`config.mk`:
```
export PLATFORM = sky130hd
export DESIGN_NAME = positional_list_insert_delete_flat
export DESIGN_NICKNAME = d
export VERILOG_FILES = /design/src/design/pli_pkg.sv /design/src/design/pli_if.sv /design/src/design/pli_datapath.sv /design/src/design/pli_ctrl.sv /design/src/design/positional_list_insert_delete.sv /design/src/flat_wrapper.sv
export SDC_FILE = /design/constraint.sdc
export NUM_CORES = 1
export LEC_CHECK = 0
export BUFFER_PORTS_ARGS = -buffer_cell sky130_fd_sc_hd__buf_4
export CAP_MARGIN = 25
export CORE_UTILIZATION = 55
export CTS_BUF_LIST = sky130_fd_sc_hd__clkbuf_4 sky130_fd_sc_hd__clkbuf_8 sky130_fd_sc_hd__clkbuf_16
export DETAILED_ROUTE_END_ITERATION = 16
export PLACE_DENSITY = 0.77
export SYNTH_ARGS = -nofsm -noshare
export SYNTH_HDL_FRONTEND = slang
export SYNTH_SLANG_ARGS = --single-unit
```
`constraint.sdc`:
```
create_clock -name clock -period 4.86 [get_ports clock]
set_clock_uncertainty 0.1 [all_clocks]
set_input_delay 0.486 -clock clock [delete_from_list [all_inputs] [get_ports clock]]
set_output_delay 0.486 -clock clock [all_outputs]
set_load 0.03 [all_outputs]
```
`src/design/pli_pkg.sv`:
```
// ----------------------------------------------------------------------------
// Positional list package
// Field widths, operation and status codes, controller/datapath structs.
// ----------------------------------------------------------------------------
package pli_pkg;

   localparam int PLI_CAPACITY = 16;
   localparam int MODE_W       = 2;
   localparam int POS_W        = 8;
   localparam int VAL_W        = 8;
   localparam int STAT_W       = 3;

   typedef enum logic [MODE_W-1:0] {
      MODE_DISPLAY = 2'd0,
      MODE_INSERT  = 2'd1,
      MODE_DELETE  = 2'd2
   } mode_type;

   typedef enum logic [STAT_W-1:0] {
      ST_OK      = 3'd0,
      ST_INVALID = 3'd1,
      ST_BOUNDS  = 3'd2,
      ST_EMPTY   = 3'd3,
      ST_FULL    = 3'd4
   } status_type;

   typedef enum logic [1:0] {
      OP_NONE   = 2'd0,
      OP_INSERT = 2'd1,
      OP_DELETE = 2'd2,
      OP_ROTATE = 2'd3
   } op_type;

   typedef struct packed {
      op_type             op;
      logic [POS_W-1:0]   index;
      logic [VAL_W-1:0]   value;
   } dp_cmd_type;

   typedef struct packed {
      logic [POS_W-1:0]   length;
      logic [VAL_W-1:0]   head;
   } dp_stat_type;

endpackage

```
`src/design/pli_if.sv`:
```
// ----------------------------------------------------------------------------
// Positional list channel interfaces
// Request and response valid/ready channels with their payloads.
// ----------------------------------------------------------------------------
interface pli_req_if import pli_pkg::*; ();
   logic               valid;
   logic               ready;
   logic [MODE_W-1:0]  mode;
   logic [POS_W-1:0]   position;
   logic [VAL_W-1:0]   item_value;

   modport source (output valid, output mode, output position, output item_value,
                   input ready);
   modport sink   (input valid, input mode, input position, input item_value,
                   output ready);
endinterface

interface pli_rsp_if import pli_pkg::*; ();
   logic               valid;
   logic               ready;
   logic [STAT_W-1:0]  status;
   logic [VAL_W-1:0]   entry_value;
   logic               last;

   modport source (output valid, output status, output entry_value, output last,
                   input ready);
   modport sink   (input valid, input status, input entry_value, input last,
                   output ready);
endinterface

```
`src/design/pli_datapath.sv`:
```
// ----------------------------------------------------------------------------
// Positional list datapath
// Shifting entry array and length register; insert, delete, rotate.
// ----------------------------------------------------------------------------
module pli_datapath
   import pli_pkg::*;
#(
   parameter int CAPACITY = PLI_CAPACITY
) (
   input  logic        clock,
   input  logic        reset,
   input  dp_cmd_type  cmd,
   output dp_stat_type stat
);

   localparam int LEN_W = $clog2(CAPACITY + 1);

   logic [VAL_W-1:0] entries_ff [CAPACITY];
   logic [VAL_W-1:0] entries_in [CAPACITY];
   logic [LEN_W-1:0] length_ff;
   logic [LEN_W-1:0] length_in;
   logic [POS_W-1:0] len_p;
   logic [POS_W-1:0] len_m1;

   assign len_p  = POS_W'(length_ff);
   assign len_m1 = len_p - POS_W'(1);

   for (genvar i = 0; i < CAPACITY; i++) begin : g_cell
      logic [VAL_W-1:0] prev_v;
      logic [VAL_W-1:0] next_v;
      logic [POS_W-1:0] pos_i;

      assign pos_i = POS_W'(i);

      if (i > 0) begin : g_prev
         assign prev_v = entries_ff[i-1];
      end else begin : g_noprev
         assign prev_v = entries_ff[0];
      end

      if (i < CAPACITY - 1) begin : g_next
         assign next_v = entries_ff[i+1];
      end else begin : g_nonext
         assign next_v = entries_ff[i];
      end

      always_comb begin
         entries_in[i] = entries_ff[i];
         case (cmd.op)
            OP_INSERT: begin
               if (pos_i == cmd.index) begin
                  entries_in[i] = cmd.value;
               end else if (pos_i > cmd.index && pos_i <= len_p) begin
                  entries_in[i] = prev_v;
               end
            end
            OP_DELETE: begin
               if (pos_i >= cmd.index && pos_i < len_m1) begin
                  entries_in[i] = next_v;
               end
            end
            OP_ROTATE: begin
               if (pos_i < len_m1) begin
                  entries_in[i] = next_v;
               end else if (pos_i == len_m1) begin
                  entries_in[i] = entries_ff[0];
               end
            end
            default: begin
               entries_in[i] = entries_ff[i];
            end
         endcase
      end
   end

   always_comb begin
      case (cmd.op)
         OP_INSERT: length_in = length_ff + LEN_W'(1);
         OP_DELETE: length_in = length_ff - LEN_W'(1);
         default:   length_in = length_ff;
      endcase
   end

   always_ff @(posedge clock) begin
      for (int i = 0; i < CAPACITY; i++) begin
         entries_ff[i] <= entries_in[i];
      end
   end

   always_ff @(posedge clock) begin
      if (reset) begin
         length_ff <= '0;
      end else begin
         length_ff <= length_in;
      end
   end

   assign stat.length = len_p;
   assign stat.head   = entries_ff[0];

endmodule

```
`src/design/pli_ctrl.sv`:
```
// ----------------------------------------------------------------------------
// Positional list controller
// Request decode, error checks, display sequencing and response register.
// ----------------------------------------------------------------------------
module pli_ctrl
   import pli_pkg::*;
#(
   parameter int CAPACITY = PLI_CAPACITY
) (
   input  logic        clock,
   input  logic        reset,
   pli_req_if.sink     req_chan,
   pli_rsp_if.source   rsp_chan,
   output dp_cmd_type  cmd,
   input  dp_stat_type stat
);

   typedef enum logic {
      S_IDLE,
      S_DISP
   } state_type;

   state_type         state_ff,   state_in;
   logic              rsp_valid_ff, rsp_valid_in;
   status_type        status_ff,  status_in;
   logic [VAL_W-1:0]  value_ff,   value_in;
   logic              last_ff,    last_in;
   logic [POS_W-1:0]  remain_ff,  remain_in;

   logic              slot_free;
   logic              accept;
   logic [POS_W:0]    pos_x;
   logic [POS_W:0]    len_x;
   logic              is_empty;
   logic              is_full;

   assign slot_free = !rsp_valid_ff || rsp_chan.ready;
   assign req_chan.ready = !reset && (state_ff == S_IDLE) && slot_free;
   assign accept   = req_chan.valid && req_chan.ready;
   assign pos_x    = {1'b0, req_chan.position};
   assign len_x    = {1'b0, stat.length};
   assign is_empty = (stat.length == '0);
   assign is_full  = (stat.length == POS_W'(CAPACITY));

   always_comb begin
      state_in     = state_ff;
      rsp_valid_in = rsp_valid_ff && !rsp_chan.ready;
      status_in    = status_ff;
      value_in     = value_ff;
      last_in      = last_ff;
      remain_in    = remain_ff;
      cmd.op       = OP_NONE;
      cmd.index    = req_chan.position - POS_W'(1);
      cmd.value    = req_chan.item_value;

      case (state_ff)
         S_IDLE: begin
            if (accept) begin
               value_in = '0;
               last_in  = 1'b1;
               case (mode_type'(req_chan.mode))
                  MODE_DISPLAY: begin
                     if (is_empty) begin
                        rsp_valid_in = 1'b1;
                        status_in    = ST_EMPTY;
                     end else begin
                        state_in  = S_DISP;
                        remain_in = stat.length;
                     end
                  end
                  MODE_INSERT: begin
                     rsp_valid_in = 1'b1;
                     if (req_chan.position == '0) begin
                        status_in = ST_INVALID;
                     end else if (pos_x > len_x + (POS_W+1)'(1)) begin
                        status_in = ST_BOUNDS;
                     end else if (is_full) begin
                        status_in = ST_FULL;
                     end else begin
                        status_in = ST_OK;
                        cmd.op    = OP_INSERT;
                     end
                  end
                  MODE_DELETE: begin
                     rsp_valid_in = 1'b1;
                     if (is_empty) begin
                        status_in = ST_EMPTY;
                     end else if (req_chan.position == '0) begin
                        status_in = ST_INVALID;
                     end else if (pos_x > len_x) begin
                        status_in = ST_BOUNDS;
                     end else begin
                        status_in = ST_OK;
                        cmd.op    = OP_DELETE;
                     end
                  end
                  default: begin
                     rsp_valid_in = rsp_valid_ff && !rsp_chan.ready;
                  end
               endcase
            end
         end
         S_DISP: begin
            cmd.index = '0;
            if (slot_free) begin
               rsp_valid_in = 1'b1;
               status_in    = ST_OK;
               value_in     = stat.head;
               last_in      = (remain_ff == POS_W'(1));
               cmd.op       = OP_ROTATE;
               remain_in    = remain_ff - POS_W'(1);
               if (remain_ff == POS_W'(1)) begin
                  state_in = S_IDLE;
               end
            end
         end
         default: begin
            state_in = S_IDLE;
         end
      endcase
   end

   always_ff @(posedge clock) begin
      if (reset) begin
         state_ff     <= S_IDLE;
         rsp_valid_ff <= 1'b0;
         remain_ff    <= '0;
      end else begin
         state_ff     <= state_in;
         rsp_valid_ff <= rsp_valid_in;
         remain_ff    <= remain_in;
      end
      status_ff <= status_in;
      value_ff  <= value_in;
      last_ff   <= last_in;
   end

   assign rsp_chan.valid       = rsp_valid_ff;
   assign rsp_chan.status      = status_ff;
   assign rsp_chan.entry_value = value_ff;
   assign rsp_chan.last        = last_ff;

endmodule

```
`src/design/positional_list_insert_delete.sv`:
```
// Insert, delete and error responses are registered in the cycle after the request
// transaction; the first display entry passes the controller state register and then
// the response register. Insert and delete requests can be accepted back to back while
// responses are not stalled; display rotates the entry array once per emitted entry.
// Reset: synchronous; clears the length, the controller state and the response valid,
// and holds the request ready low.
// ----------------------------------------------------------------------------
// Positional insert/delete list
// Ordered byte list with 1-based insert, delete and display operations.
// ----------------------------------------------------------------------------
module positional_list_insert_delete
   import pli_pkg::*;
#(
   parameter int CAPACITY = PLI_CAPACITY
) (
   input  logic       clock,
   input  logic       reset,
   pli_req_if.sink    req_chan,
   pli_rsp_if.source  rsp_chan
);

   dp_cmd_type  cmd;
   dp_stat_type stat;

   pli_ctrl #(
      .CAPACITY (CAPACITY)
   ) u_ctrl (
      .clock    (clock),
      .reset    (reset),
      .req_chan (req_chan),
      .rsp_chan (rsp_chan),
      .cmd      (cmd),
      .stat     (stat)
   );

   pli_datapath #(
      .CAPACITY (CAPACITY)
   ) u_datapath (
      .clock (clock),
      .reset (reset),
      .cmd   (cmd),
      .stat  (stat)
   );

endmodule

```
`src/flat_wrapper.sv`:
```
// flat-port wrapper written by rule: the top's interface ports become plain ports
module positional_list_insert_delete_flat import pli_pkg::*;
#(
   parameter int CAPACITY = PLI_CAPACITY
)
  (clock, reset, req_chan_valid, req_chan_mode, req_chan_position, req_chan_item_value, req_chan_ready, rsp_chan_valid, rsp_chan_status, rsp_chan_entry_value, rsp_chan_last, rsp_chan_ready);
  pli_req_if req_chan_i ();
  pli_rsp_if rsp_chan_i ();
  input  logic clock;
  input  logic reset;
  input wire logic [$bits(req_chan_i.valid)-1:0] req_chan_valid;
  input wire logic [$bits(req_chan_i.mode)-1:0] req_chan_mode;
  input wire logic [$bits(req_chan_i.position)-1:0] req_chan_position;
  input wire logic [$bits(req_chan_i.item_value)-1:0] req_chan_item_value;
  output wire logic [$bits(req_chan_i.ready)-1:0] req_chan_ready;
  output wire logic [$bits(rsp_chan_i.valid)-1:0] rsp_chan_valid;
  output wire logic [$bits(rsp_chan_i.status)-1:0] rsp_chan_status;
  output wire logic [$bits(rsp_chan_i.entry_value)-1:0] rsp_chan_entry_value;
  output wire logic [$bits(rsp_chan_i.last)-1:0] rsp_chan_last;
  input wire logic [$bits(rsp_chan_i.ready)-1:0] rsp_chan_ready;
  assign req_chan_i.valid = req_chan_valid;
  assign req_chan_i.mode = req_chan_mode;
  assign req_chan_i.position = req_chan_position;
  assign req_chan_i.item_value = req_chan_item_value;
  assign req_chan_ready = req_chan_i.ready;
  assign rsp_chan_valid = rsp_chan_i.valid;
  assign rsp_chan_status = rsp_chan_i.status;
  assign rsp_chan_entry_value = rsp_chan_i.entry_value;
  assign rsp_chan_last = rsp_chan_i.last;
  assign rsp_chan_i.ready = rsp_chan_ready;
  positional_list_insert_delete #(.CAPACITY(CAPACITY)) u_core (.clock(clock), .reset(reset), .req_chan(req_chan_i), .rsp_chan(rsp_chan_i));
endmodule
```
# Word level (Yosys, flattened, before mapping)
# Memory sizes are Yosys's and may differ from the RTL's.
# Cells that the tools add are included.
[totals] regBits=27 mem_bits_rw=128 inputBits=22 out_inout_bits=14 word_cells=306 n_memories=1
[mem_list] name="u_core.u_datapath.entries_ff" depth=16 word_bits=8 read_ports=16 rd_clocked_by_memory_dff=0 write_ports=16 line="pli_datapath.sv:18" text="logic [VAL_W-1:0] entries_ff [CAPACITY];"
[op_classes] n_addsub=6 magnitude_cmp=63 n_eq_ne=43 n_mux=138 n_bitwise=1 n_reduce_logical=47
[ops] op="$mux W8" n=84
[ops] op="$pmux W8 S3" n=15
[ops] op="$eq A4 B8 Y1 const A" n=16
[ops] op="$eq A3 B8 Y1 const A" n=8
[ops] op="$gt A4 B8 Y1 const A" n=8
[ops] op="$lt A4 B8 Y1 const A" n=8
[ops] op="$ge A4 B8 Y1 const A" n=7
[ops] op="$pmux W8 S2" n=3
[ops] op="$le A4 B5 Y1 const A" n=8
[ops] op="$logic_and A1 B1 Y1" n=34
[ops] op="$eq A2 B8 Y1 const A" n=4
[ops] op="$ge A3 B8 Y1 const A" n=4
[ops] op="$gt A3 B8 Y1 const A" n=4
[ops] op="$lt A3 B8 Y1 const A" n=4
[ops] op="$logic_not A8 Y1" n=3
[ops] op="$le A3 B5 Y1 const A" n=4
[ops] op="$mux W3" n=6
[ops] op="$eq A1 B8 Y1 const A" n=2
[ops] op="$ge A1 B8 Y1 const A" n=2
[ops] op="$ge A2 B8 Y1 const A" n=2
[ops] op="$gt A2 B8 Y1 const A" n=2
[ops] op="$lt A1 B8 Y1 const A" n=2
[ops] op="$lt A2 B8 Y1 const A" n=2
[ops] op="$mux W2" n=8
[ops] op="32 further kinds" n=58

# Logic depth before layout (Yosys ltp)
# Gate-level depths: netlist of the first run.
[depth] word_depth=9 ltp_mapped=20 ltp_nobuf=17

# Hierarchy
# A second synthesis of the first run with hierarchy kept.
[unflattened] hier_cells=1277 hier_area_um2=11935.2
[by_module_without_submodules] module="pli_datapath" n_inst=1 cells_each=1031 area_per_inst_um2=9949.5 seq_area_each_um2=3943.8
[by_module_without_submodules] module="pli_ctrl" n_inst=1 cells_each=246 area_per_inst_um2=1985.7 seq_area_each_um2=560.5

# Worst setup path before layout of the first run
# No wires, ideal clock.
[synth_path] path_kind="register to register" from="register u_core.u_datapath.length_ff[0] (netlist name)" to="memory u_core.u_datapath.entries_ff[12][0], in the netlist u_core.u_datapath.entries_ff[1][32] (enable)" setup_ps=386 arrival_ps=4456 t_required_ps=4374 path_slack_ps=-82 path_stages_with_launch=19 path_buffers=5 synth_period_minus_slack_ps=4942 cell_sequence="dfxtp_1 buf_2 inv_1 ha_1 clkbuf_1 inv_1 ha_1 nor2b_1 o21ai_0 a21oi_1 a211oi_1 o21ai_0 o31ai_1 ha_1 clkbuf_1 clkbuf_1 clkbuf_1 a21oi_1 a211oi_1"
[synth_rtl] item="end: declaration" line="pli_datapath.sv:18"

==> summary.md, run 1 <==
| Metric | Value |
|---|---|
| Clock transition at the registers of the reported paths | 0.07 ns |
| EDFF count, synth | 140 |
| RSZ-0062 raised after global routing | false |
| Vias per inst | 7.04 |
| Clk root buf | clkbuf_16 |
| Pwr dens | 237 nW/um^2 |
| Simple logic cell fraction of the synthesized area | 15.3% |
| Layout cells sized above 1 | 16.3% |
| Synth warn | 0 |
| CTS sink cnt | 155 |
| Remaining DRCs | 0 |
| Remaining global-route overflow | 0 |
| Largest net degree at the start of global routing | 50 |
| Number of global-route vias before repair | 10004 |
| Final Max Tran Viols | 0 |
| Critical path class | register to register |
| Synth area leaders | edfxtp_1, mux2i_1, o221ai_1, nand2_1, ha_1 |
| Crit path arrival time | 4.65 ns |
| Crit path required time | 4.96 ns |
| Status | complete, no violations |
| Final hold vios | 0 |
| Die W | 148 microns |
| Avg WL per Cell | 24.6 microns |
| Final setup violating endpoints | 0 |
| Syn Nets | 1286 |
| Tightest Pin Transition | 0.989 ns |
| Setup TNS | 0 ns |
| Compound-Gate Fraction of Synth Area | 21.2% |
| Synth cell types | 84 |
| Yosys top cell by area | edfxtp_1 |
| GRT Total Usage | 34.5% |
| CTS Buffer Depth | 2 |
| Clock Latency Late Sink | 0.45 ns |
| Initial drt markers | 1615 |
| Fraction of registers with async set or reset after synthesis | 0% |
| Die H | 148 microns |
| PortBufs | 35 |
| Worst Path Buf+Inv | 3 |
| Cell at the slowest stage of the critical path | dfxtp_1 |
| Core box area | 20600 sq um |
| Initial antenna violation count | 0 |
| Post-synthesis xor/xnor area fraction | 0.824% |
| Top-area cell type share of the netlist area | 36.0% |
| Mux cell area share after synthesis | 15.9% |
| Peak supply drop | 0.233 mV |
| First-pass GRT wire length | 57700 microns |
| Max Freq | 220 MHz |
| # rows | 52 |
| Max-Cap Viols | 0 |
| Adder-cell share of the synthesized area | 3.10% |
| N_diodes | 0 |
| HPWL after detailed placement | 26100 microns |
| Total Wirelength | 37300 microns |
| Post-synthesis instance total | 1235 |
| Seq/Total Area, Yosys | 38.5% |
| Period minus WS final | 4.55 ns |
| Ports | 36 |
| Main combinational cell family by area after synthesis | compound AO/OA/AOI/OAI gates |
| Post-Syn Area | 11700 sq um |
| Class of the worst hold path | input pin to register |
| Area Growth Syn to Fin | 10.4% |
| Cell Chain, Critical Path | inv_1 -> ha_1 -> inv_1 -> ha_1 -> nor2b_1 -> o21ai_0 -> a21oi_1 -> a211oi_1 -> o21ai_0 -> o31ai_2 -> ha_2 -> nor2b_1 -> o21a_1 -> a311o_1 -> a21boi_1 -> a211oi_1 -> o32ai_2 -> buf_4 |
| Power Total | 3.06 mW |
| DRT Pass-1 Iters | 8 |
| Initial Util | 56.9% |
| Register bit count reported by yosys | 155 |
| Max stage delay on crit path | 0.40 ns |
| Final ANT Viol Nets | 0 |
| Setup slack at placement | 0.215 ns |
| Main synth FF type | edfxtp_1 |
| CP endpoint kind | register |
| Total CTS buffers | 17 |
| Die Area | 21800 sq um |
| Syn avg cell area | 9.47 sq um |
| Slew margin rel. | 34.1% |
| Vias | 10699 |
| Worst-path maximum fanout | 8 |
| Startpoint Class | register |
| CP top delay family | compound AO/OA/AOI/OAI gates |
| Routability cong. | 0.989 |
| LEAKAGE | 4.91 nW |
| H-Tree Depth | 4 |
| Final nets | 1287 |
| TritonCTS clock tree | built |
| Setup ws final | 0.310 ns |
| Final Cycle Share | 93.6% |
==> state kept, by name, summed over array words and instances, names as in the netlist <==
name and cells:
u_core.u_ctrl.rsp_chan.valid 1, u_core.u_ctrl.state_ff 1, u_core.u_ctrl.remain_ff 8, u_core.u_datapath.entries_ff 128, u_core.u_datapath.length_ff 5, u_core.u_ctrl.rsp_chan.status 3
u_core.u_ctrl.rsp_chan.entry_value 8, u_core.u_ctrl.rsp_chan.last 1
==> cells in the final DEF (no fill, tap or decap), drive strengths merged, types with 3 or more instances in the layout <==
cell,count
a32oi,3
or2,8
a21oi,61
o21ai,55
inv,36
nand3b,6
nor4,9
o31ai,4
nor3b,3
edfxtp,140
nand2b,5
ha,29
clkinv,7
xor2,5
clkbuf,17
nor2,78
o211ai,26
a22oi,31
o211a,3
nor2b,12
buf,93
a311oi,4
nand4,13
a221o,8
a211oi,10
a211o,5
nand3,48
nor3,18
and3,6
o221a,4
o21a,9
nand2,163
mux2i,156
mux2,26
a31oi,7
o221ai,72
a21o,7
o32ai,4
dfxtp,15
xnor2,6
==> layout make-up <==
type | count | area (sq um)
clock buffers | 17 | 425
clock inverters | 15 | 176
fillers | 1720 | 7660
inverters | 30 | 113
multi-input cells | 939 | 6650
flip-flops and latches | 155 | 4500
well taps | 270 | 338
repair buffers | 93 | 698
==> worst reg2reg max path, delay by kind of cell (launching register included) <==
| family | cells | cell delay, ns |
|---|---|---|
| adders and majority gates | 3 | 0.93 |
| DFF | 1 | 0.40 |
| and+or+nand+nor | 2 | 0.46 |
| AOI/OAI and AO/OA | 10 | 1.90 |
| buffers and inverters | 3 | 0.51 |
==> power breakdown <==
group          total (mW)  switching [mW]  internal [mW]
Sequential           1.45         0.00418           1.44
Clock                1.42           0.641          0.778
Combinational       0.194           0.130         0.0636
==> routing by layer <==
layer  GRT usage (%)  vias up  wire, microns
met4            10.3        0            721
met5               0        -              0
met2            49.4      762          15800
met3            8.83       70           4620
met1            50.9     5138          16200
li1                -     4729              -
==> synthesized netlist by cell type (4+ instances only) <==
| cell type | number |
|---|---|
| a211o_1 | 5 |
| a211oi_1 | 8 |
| a21o_1 | 7 |
| a21oi_1 | 60 |
| a221o_1 | 8 |
| a22oi_1 | 31 |
| a31oi_1 | 7 |
| and3_1 | 6 |
| buf_1 | 8 |
| buf_2 | 21 |
| buf_4 | 5 |
| buf_6 | 4 |
| clkbuf_1 | 72 |
| dfxtp_1 | 15 |
| edfxtp_1 | 140 |
| ha_1 | 29 |
| inv_1 | 25 |
| mux2_2 | 26 |
| mux2i_1 | 156 |
| nand2_1 | 163 |
| nand2b_1 | 5 |
| nand3_1 | 48 |
| nand3b_1 | 6 |
| nand4_1 | 10 |
| nor2_1 | 74 |
| nor2b_1 | 12 |
| nor3_1 | 18 |
| nor4_1 | 9 |
| o211ai_1 | 25 |
| o21a_1 | 9 |
| o21ai_0 | 46 |
| o21ai_1 | 8 |
| o221a_2 | 4 |
| o221ai_1 | 72 |
| o31ai_1 | 4 |
| or2_2 | 7 |
| xnor2_1 | 6 |
| xor2_1 | 5 |
==> final timing paths <==
| path | startpoint | endpoint | slack, ns | depth (start not counted) |
|---|---|---|---|---|
| setup / recovery | u_core.u_datapath.length_ff[0] | u_core.u_datapath.entries_ff[1][51] | 0.31 | 18 |
| hold / removal | reset | u_core.u_datapath.length_ff[2] | 0.23 | 2 |
| setup reg to reg | u_core.u_datapath.length_ff[0] | u_core.u_datapath.entries_ff[1][51] | 0.31 | 18 |
| hold reg to reg | u_core.u_ctrl.remain_ff[7] | u_core.u_ctrl.remain_ff[7] | 0.43 | 2 |
==> cells by family (layout without fill, tap and decap cells) <==
kind of cell,after synthesis,after routing
AND/OR/NAND/NOR,381,381
AO/OA/AOI/OAI,336,336
multiplexers,182,182
flip-flops,155,155
buffers and inverters,141,155
adder cells (fa/ha/maj),29,29
XOR/XNOR,11,11
==> what timing repair did <==
item,CTS,global route
endpoints found under the setup margin,0,16
hold buffers,0,0
resized for setup,0,3
setup buffers,0,0
==> metrics by stage <==
| stage | hold slack, ns | util [%] | cell area, sq um | std cells |
|---|---|---|---|---|
| 6_report | 0.228 | 62.7 | 12900 | 1519 |
| 5_1_grt | 0.247 | 62.7 | 12900 | 1519 |
| 4_1_cts | 0.228 | 62.7 | 12900 | 1518 |
| 3_5_place_dp | 0.408 | 59.7 | 12300 | 1486 |
| 3_3_place_gp | 0.403 | 59.7 | 12300 | 1486 |
| 2_1_floorplan | 0.380 | - | 11700 | 1235 |
Note: power is estimated with default switching activity, not from simulation.
==> run 2, diff against run 1 <==
CORE_ASPECT_RATIO = 1.25   (was default)
SKIP_CTS_REPAIR_TIMING = 1   (was default)
==> run 2 against run 1 <==
Compared with the run above: critical path depth down 2; non-clock buffer count is 6 lower; largest cell class unchanged; sequential share of layout area is 0.13 points higher.
==> summary.md, run 2 (synthesized netlist as in run 1, its figures left out) <==
| Metric | Value |
|---|---|
| Status | complete, no violations |
| Crit path arrival time | 4.59 ns (-0.06 ns) |
| Commonest non-fill, non-tap cell in the layout | nand2_1 |
| Core box area | 20800 sq um (+1.3%) |
| Die W | 132 microns (-10%) |
| Slew margin rel. | 25.7% (-8.3 points) |
| Ports | 36 (unchanged) |
| Clk pwr share | 46.2% (-0.2 points) |
| HPWL after detailed placement | 27100 microns (+3.6%) |
| TritonCTS clock tree | built |
| Setup TNS | 0 ns (unchanged) |
| Vias per inst | 7.13 (+1.2%) |
| Largest net degree at the start of global routing | 52 (+4.0%) |
| DRT Pass-1 Iters | 6 (-2) |
| Final setup violating endpoints | 0 (unchanged) |
| Max stage delay on crit path | 0.59 ns (+0.19 ns) |
| CTS Buffer Depth | 2 (unchanged) |
| Cell at the slowest stage of the critical path | a31oi_1 |
| Vias | 10817 (+1.1%) |
| GRT Total Usage | 36.3% (+1.8 points) |
| Initial Util | 56.2% (-0.70 points) |
| Total CTS buffers | 17 (unchanged) |
| Combinational share of power | 6.3% (about the same) |
| Worst r2r src | u_core.u_datapath.length_ff[1] |
| Final nets | 1281 (-0.47%) |
| Most frequent cells in the layout | nand2_1, mux2i_1, edfxtp_1 |
| CP endpoint kind | register |
| Final Max Tran Viols | 0 (unchanged) |
| Worst-path maximum fanout | 19 (+11) |
| PortBufs | 35 (unchanged) |
| LEAKAGE | 4.87 nW (-0.88%) |
| Remaining global-route overflow | 0 (unchanged) |
| Initial drt markers | 1302 (-19%) |
| Die Area | 21800 sq um (about the same) |
| Fillers | 1775 (+3.2%) |
| H-Tree Depth | 4 (unchanged) |
| Power Total | 3.05 mW (-0.44%) |
| Clk root buf | clkbuf_16 |
| Startpoint Class | register |
| Die H | 165 microns (+12%) |
| Critical path class | register to register |
| Period minus WS final | 4.56 ns (+0.00971 ns) |
| Final ANT Viol Nets | 0 (unchanged) |
| Tightest Pin Transition | 1.11 ns (+0.125 ns) |
| Remaining DRCs | 0 (unchanged) |
| Register Area | 4500 sq um (unchanged) |
| Peak supply drop | 0.225 mV (-3.7%) |
| Worst Path Buf+Inv | 4 (+1) |
| Setup crit start | u_core.u_datapath.length_ff[1] |
| Initial antenna violation count | 0 (unchanged) |
| Psw | 0.723 mW (-6.7%) |
| N_diodes | 0 (unchanged) |
| Number of global-route vias before repair | 10554 (+5.5%) |
| Layout cells sized above 1 | 15.4% (-0.97 points) |
| Internal | 2.32 mW (+1.7%) |
| # rows | 59 (+13%) |
| Final Cycle Share | 93.8% (+0.20 points) |
| Crit path required time | 4.89 ns (-0.07 ns) |
| Sequential share of power | 47.5% (+0.2 points) |
| Final hold vios | 0 (unchanged) |
| Most frequent CP cell | o21ai_0 |
| Max Freq | 219 MHz (-0.21%) |
| Largest Register | u_core.u_datapath.entries_ff |
| Total Wirelength | 39300 microns (+5.3%) |
| Min-delay src | reset |
| Pwr dens | 237 nW/um^2 (about the same) |
| Non-filler cells, final | 1517 (-0.13%) |
| Area of the multi-input gates | 6640 sq um (about the same) |
| CP top delay family | compound AO/OA/AOI/OAI gates |
| Clock Latency Late Sink | 0.45 ns (about the same) |
| Cell Chain, Critical Path | inv_1 -> ha_1 -> inv_1 -> ha_1 -> nor2b_1 -> o21ai_0 -> a21oi_1 -> a211oi_1 -> o21ai_0 -> buf_4 -> o31ai_1 -> ha_2 -> inv_2 -> a31oi_1 -> o21ai_0 -> o211a_1 |
| RSZ-0062 raised after global routing | false |
| Max reg flops | 128 (unchanged) |
| Switching fraction of total power | 23.7% (-1.6 points) |
| CTS sink cnt | 155 (unchanged) |
| First-pass GRT wire length | 60000 microns (+4.1%) |
| Clock transition at the registers of the reported paths | 0.07 ns (about the same) |
| Avg WL per Cell | 25.9 microns (+5.4%) |
| Area Growth Syn to Fin | 9.96% |
| Inst Count DP | 1484 (-0.13%) |
| Routability cong. | 1.08 (+9.3%) |
| Class of the worst hold path | input pin to register |
| Max-Cap Viols | 0 (unchanged) |
[run 2: cell count changes in the layout (fill, tap and decap cells not counted), sizes merged]
cell / previous run / this run
buf: 93 / 87
inv: 36 / 32
bufinv: 2 / 3
clkinvlp: 0 / 2
clkbuf: 17 / 18
[run 2: metal layers]
metal	global-route usage [%]	wire, microns	vias to the layer above
met1	41.2	14300	5211
li1	-	-	4731
met4	26.7	2890	0
met3	6.45	3050	185
met2	62.0	19000	690
met5	0	0	-
[run 2: area by class of cell]
cell class	count	area share, %
multi-input combinational	939	51.7
sequential	155	35.0
timing repair buffer	87	5.08
clock buffer	18	3.37
tap	274	2.67
clock inverter	14	1.31
inverter	30	0.876
[run 2: final timing paths]
kind,endpoint,slack (ns),cells after the start
setup / recovery,u_core.u_datapath.entries_ff[1][17],0.30,16
setup reg to reg,u_core.u_datapath.entries_ff[1][17],0.30,16
hold reg to reg,u_core.u_ctrl.remain_ff[7],0.42,2
hold / removal,u_core.u_ctrl.state_ff,0.24,2
[run 2: power groups by stage]
stage          clock, mW  combinational (mW)  sequential, mW
5_1_grt             1.46               0.203            1.45
3_3_place_gp           0               0.183            1.48
4_1_cts             1.41               0.186            1.45
6_report            1.41               0.191            1.45
2_1_floorplan          0               0.112            1.48
3_5_place_dp           0               0.186            1.48
[run 2: per-stage QoR]
| stage | area [sq um] | util (%) | hold slack (ns) | setup slack, ns |
|---|---|---|---|---|
| after floorplan | 11700 | - | 0.380 | 0.0372 |
| after global placement | 12200 | 58.8 | 0.398 | 0.391 |
| after detailed placement | 12200 | 58.8 | 0.410 | 0.309 |
| after CTS | 12800 | 61.7 | 0.225 | 0.395 |
| after global routing | 12900 | 61.8 | 0.241 | 0.0377 |
| final | 12900 | 61.8 | 0.237 | 0.300 |
